**src/sv/assert_macros.svh**
```systemverilog
// assertion helper macros used by the datapath (wbtsc_dp)
// expects a clock named clk and an active-low reset named rst_n in scope
`ifndef ASSERT_MACROS_SVH
`define ASSERT_MACROS_SVH

// condition must hold at every clock edge out of reset
`define ASSERT_ALWAYS(label, cond, msg) \
  label: assert property (@(posedge clk) disable iff (!rst_n) (cond)) else $error(msg);

// antecedent in one cycle implies consequent in the same cycle
`define ASSERT_IMPLY(label, ante, cons, msg) \
  label: assert property (@(posedge clk) disable iff (!rst_n) (ante) |-> (cons)) else $error(msg);

// antecedent in one cycle implies consequent in the next cycle
`define ASSERT_NEXT(label, ante, cons, msg) \
  label: assert property (@(posedge clk) disable iff (!rst_n) (ante) |=> (cons)) else $error(msg);

`endif

```
**src/sv/wbtsc_pkg.sv**
```systemverilog
// shared types, constants and key function of the write batch trimmer
// no dependencies
package wbtsc_pkg;

  localparam int MAX_OPS = 32;
  localparam int AW      = $clog2(MAX_OPS);
  localparam int CW      = $clog2(MAX_OPS + 1);
  localparam int KEY_W   = 4 + 49 + AW;

  // register indexes of the configuration port
  localparam logic [1:0] REG_WRITE_CODE = 2'd0;
  localparam logic [1:0] REG_TRUNC_CODE = 2'd1;

  typedef struct packed {
    logic [3:0]  kind;
    logic        has_id;
    logic [31:0] op_id;
    logic [47:0] offset;
    logic [31:0] length;
    logic [47:0] new_size;
  } entry_t;

  // controller to datapath
  typedef struct packed {
    logic load;
    logic scan_init;
    logic scan_run;
    logic clip;
    logic trim;
    logic flush;
  } cmd_t;

  // datapath to controller
  typedef struct packed {
    logic scan_done;
    logic last_round;
  } status_t;

  // total order: kind, then offset for writes or id (id-less last), then arrival
  function automatic logic [KEY_W-1:0] sort_key(entry_t e, logic [AW-1:0] idx,
                                                logic [3:0] wcode);
    logic [48:0] sub;
    if (e.kind == wcode) begin
      sub = {1'b0, e.offset};
    end else begin
      sub = {16'd0, ~e.has_id, (e.has_id ? e.op_id : 32'd0)};
    end
    return {e.kind, sub, idx};
  endfunction

endpackage

```
**src/sv/wbtsc_ctrl.sv**
```systemverilog
// controller state machine: load, per-round selection scan, clip, trim, flush
// depends on wbtsc_pkg
module wbtsc_ctrl import wbtsc_pkg::*; (
  input  logic    clk,
  input  logic    rst_n,
  input  logic    start,
  input  logic    in_last,
  input  status_t st,
  output cmd_t    cmd,
  output logic    busy
);

  localparam logic [2:0] S_LOAD  = 3'd0;
  localparam logic [2:0] S_SCAN  = 3'd1;
  localparam logic [2:0] S_CLIP  = 3'd2;
  localparam logic [2:0] S_TRIM  = 3'd3;
  localparam logic [2:0] S_FLUSH = 3'd4;

  logic [2:0] state_r, state_nxt;
  logic       accept;

  assign busy   = (state_r != S_LOAD);
  assign accept = start && !busy;

  // next state and commands
  always_comb begin
    state_nxt = state_r;
    cmd       = '0;
    unique case (state_r)
      S_LOAD: begin
        cmd.load = accept;
        if (accept && in_last) begin
          cmd.scan_init = 1'b1;
          state_nxt     = S_SCAN;
        end
      end
      S_SCAN: begin
        cmd.scan_run = 1'b1;
        if (st.scan_done) state_nxt = S_CLIP;
      end
      S_CLIP: begin
        cmd.clip  = 1'b1;
        state_nxt = S_TRIM;
      end
      S_TRIM: begin
        cmd.trim = 1'b1;
        if (st.last_round) begin
          state_nxt = S_FLUSH;
        end else begin
          cmd.scan_init = 1'b1;
          state_nxt     = S_SCAN;
        end
      end
      S_FLUSH: begin
        cmd.flush = 1'b1;
        state_nxt = S_LOAD;
      end
      default: state_nxt = S_LOAD;
    endcase
  end

  // state register
  always_ff @(posedge clk) begin
    if (!rst_n) state_r <= S_LOAD;
    else        state_r <= state_nxt;
  end

endmodule

```
**config.mk**
```make
export PLATFORM = sky130hd
export DESIGN_NAME = wbtsc_ctrl
export DESIGN_NICKNAME = d
export VERILOG_FILES = /design/src/sv/assert_macros.svh /design/src/sv/wbtsc_pkg.sv /design/src/sv/wbtsc_ctrl.sv
export SDC_FILE = /design/constraint.sdc
export NUM_CORES = 1
export LEC_CHECK = 0
export BUFFER_PORTS_ARGS = -buffer_cell sky130_fd_sc_hd__buf_2
export CAP_MARGIN = 20
export CORE_AREA = 4 4 41 43
export CTS_CLUSTER_SIZE = 24
export DETAILED_ROUTE_END_ITERATION = 7
export DIE_AREA = 0 0 45 47
export PLACE_DENSITY = 0.46
export SYNTH_ARGS = -nofsm -noshare
export SYNTH_HDL_FRONTEND = slang
export SYNTH_SLANG_ARGS = --single-unit
```
**constraint.sdc**
```tcl
create_clock -name clk -period 3.24 [get_ports clk]
set_clock_uncertainty 0.1 [all_clocks]
set_input_delay 0.324 -clock clk [delete_from_list [all_inputs] [get_ports clk]]
set_output_delay 0.324 -clock clk [all_outputs]
set_load 0.005 [all_outputs]
```
==> impl_metrics.tcl <==
set metrics [dict create \
    status "finished, final reports clean" \
    cts_buffers 3 \
    layout_setup_ws_ns 1.55 \
    ctsHoldBuffers 0 \
    crit_path_start_kind "flip-flop" \
    placed_cell_area_sq_um 273 \
    cts_tree "done" \
    min_path_cells 2 \
    slowest_delay_ns 0.42 \
    hp-start "rst_n" \
    leakage_nw 0.151 \
    final_area_sq_um 299 \
    fin_setup_tns_ns 0 \
    clk_latency_ns 0.23 \
    crit_fanout 8 \
    place_ws_ns 1.79 \
    ff2ff_path_depth 2 \
    relSlewSlack_pct 84.5 \
    r2r_end "state_r[0]$_SDFFE_PN0P_" \
    yosys_warnings 0 \
    clk_pin_slew_ns 0.04 \
    synth_top_area_share_pct 31.0 \
    nets 44 \
    cts.path.max_buffers 2 \
    fin_crit_sh_pct 52.1 \
    reg.largest.list "state_r: 3 flops" \
    grt_pass1_wl_um 669 \
    p_per_area_mw_per_mm2 449 \
    worstPathRequired_ns 2.82 \
    dp_hpwl_um 382 \
    synth.yosys.seq_area_share_pct 31.0 \
    crit_start "state_r[0]$_SDFFE_PN0P_" \
    min_to "state_r[2]$_SDFFE_PN0P_" \
    drc 0 \
    grt_max_degree 9 \
    wire_per_inst_um 9.17 \
    io_pins 13 \
    cts_resized 0 \
    synth_area_per_cell_sq_um 9.24 \
    r2r-start "state_r[1]$_SDFFE_PN0P_" \
    top_register "state_r" \
    r2r_setup_slack_ns 2.04 \
    path_class "flip-flop to output pin" \
    maxCapViolations 0 \
    dieHeight_um 47 \
    dr.pass1.iters 2 \
    netlist_instances 21 \
    yosysUniqueCellTypes 15 \
    n_antenna_cell 0 \
    overflow 0 \
    post_cts_buffers 0 \
    routed_wirelength_um 477 \
    largest_reg_flops 3 \
    endpoint_kind "output pin" \
    layout-drive-gt1-share_pct 51.4 \
    area_growth_pct 54.2 \
    num_vias 202 \
    grt_setup_unrepaired "no" \
    place_congestion 0.665 \
    synth_largest_area_cell "dfxtp_1" \
    min_period_ns 1.69 \
    grt_usage_pct 4.89 \
    clock-sinks 3 \
    drt-initial-drc-count 1 \
    synth_area_sq_um 194 \
    placement.io_buffers 12 \
    path_cells "or3_4 -> o2bb2ai_2 -> buf_2" \
    synth_area_leaders "dfxtp_1 31%, a221oi_2 7.7%, nor3b_1 7.7%, o2bb2ai_2 7.7%, nand2b_1 6.5%" \
    maxSlewViolCount 0 \
    htreeDepth 1 \
    dieArea_sq_mm 0.00212 \
    min_path_type "input pin to flip-flop" \
    critPathSlowestCell "or3_4" \
    worstMarginPinSlew_ns 0.232 \
    die-width_um 45 \
    fp-row-count 13 \
    core_region_area_sq_mm 0.00130 \
    vias_per_cell 3.88 \
    antenna_found_initial 0 \
    fmax_mhz 592 \
    p_total_w 0.000134 \
    syn_nets 27 \
    post-route-util_pct 23.0 \
    cts_root_buffer "clkbuf_4" \
    ir_worst_vdd_uv 156 \
    cp.arrival_ns 1.27 \
    synth-seq-cells 3 \
    ant_nets 0 \
    start_util_pct 14.9 \
    setup_viol 0 \
    grt_pass1_vias 174 \
    timing_hold_violations_final 0 \
]
[area by class of cell]
class	count	area, sq um
clock buffer	4	26.3
fill	156	1000
inverter	2	7.51
multi-input combinational	16	126
sequential	3	60.1
tap	15	18.8
timing repair buffer	12	60.1
[synth_stat cells]
cell type  instances
a21oi_1            1
a221oi_2           1
nand3b_1           1
and3b_2            1
mux2_1             1
o2bb2ai_2          1
nor2_1             2
and3_1             1
inv_1              2
and2_1             1
nor3b_1            2
nand2b_1           2
dfxtp_1            3
or3_4              1
nand2_1            1
[worst max path at each step]
stage             end  depth (start not counted)
6_report       cmd[4]                          3
5_1_grt        cmd[4]                          3
4_1_cts        cmd[4]                          3
3_5_place_dp   cmd[4]                          3
3_3_place_gp   cmd[4]                          3
2_1_floorplan  cmd[4]                          2
[cells in the final DEF, fill, tap and decap left out]
| cell type | n |
|---|---|
| a21oi_1 | 1 |
| a221oi_2 | 1 |
| and2_1 | 1 |
| and3_1 | 1 |
| and3b_2 | 1 |
| buf_2 | 12 |
| clkbuf_1 | 1 |
| clkbuf_4 | 3 |
| dfxtp_1 | 3 |
| inv_1 | 2 |
| mux2_1 | 1 |
| nand2_1 | 1 |
| nand2b_1 | 2 |
| nand3b_1 | 1 |
| nor2_1 | 2 |
| nor3b_1 | 2 |
| o2bb2ai_2 | 1 |
| or3_4 | 1 |
[critical path: cells and delay by family (launching register included)]
kind / cells / cell delay (ns)
AND/OR/NAND/NOR: 1 / 0.42
flip-flops: 1 / 0.36
AO/OA/AOI/OAI: 1 / 0.14
buffers and inverters: 1 / 0.12
[layer usage]
metal	track usage, %	share of wire [%]
met5	0	0
met4	7.02	0
met3	1.15	12
met2	5.93	36
met1	5.88	52
[power breakdown]
| group | internal (W) | switching, W |
|---|---|---|
| registers | 0.0000394 | 0.00000399 |
| logic | 0.0000152 | 0.0000112 |
| clock network | 0.0000461 | 0.0000183 |
| total | 0.000101 | 0.0000336 |
[kinds of logic after synthesis]
| family | after synthesis | share of synthesized area, % |
|---|---|---|
| AOI/OAI and AO/OA | 3 | 18.1 |
| buffers and inverters | 2 | 3.87 |
| DFF | 3 | 31.0 |
| muxes | 1 | 5.81 |
| and+or+nand+nor | 12 | 41.3 |
[per-stage QoR]
stage	std cells	hold WS (ns)
finish	52	0.243
global route	52	0.250
CTS	52	0.237
detailed placement	48	0.459
global placement	48	0.467
floorplan	21	0.370
Note: power is estimated with default switching activity, not from simulation.
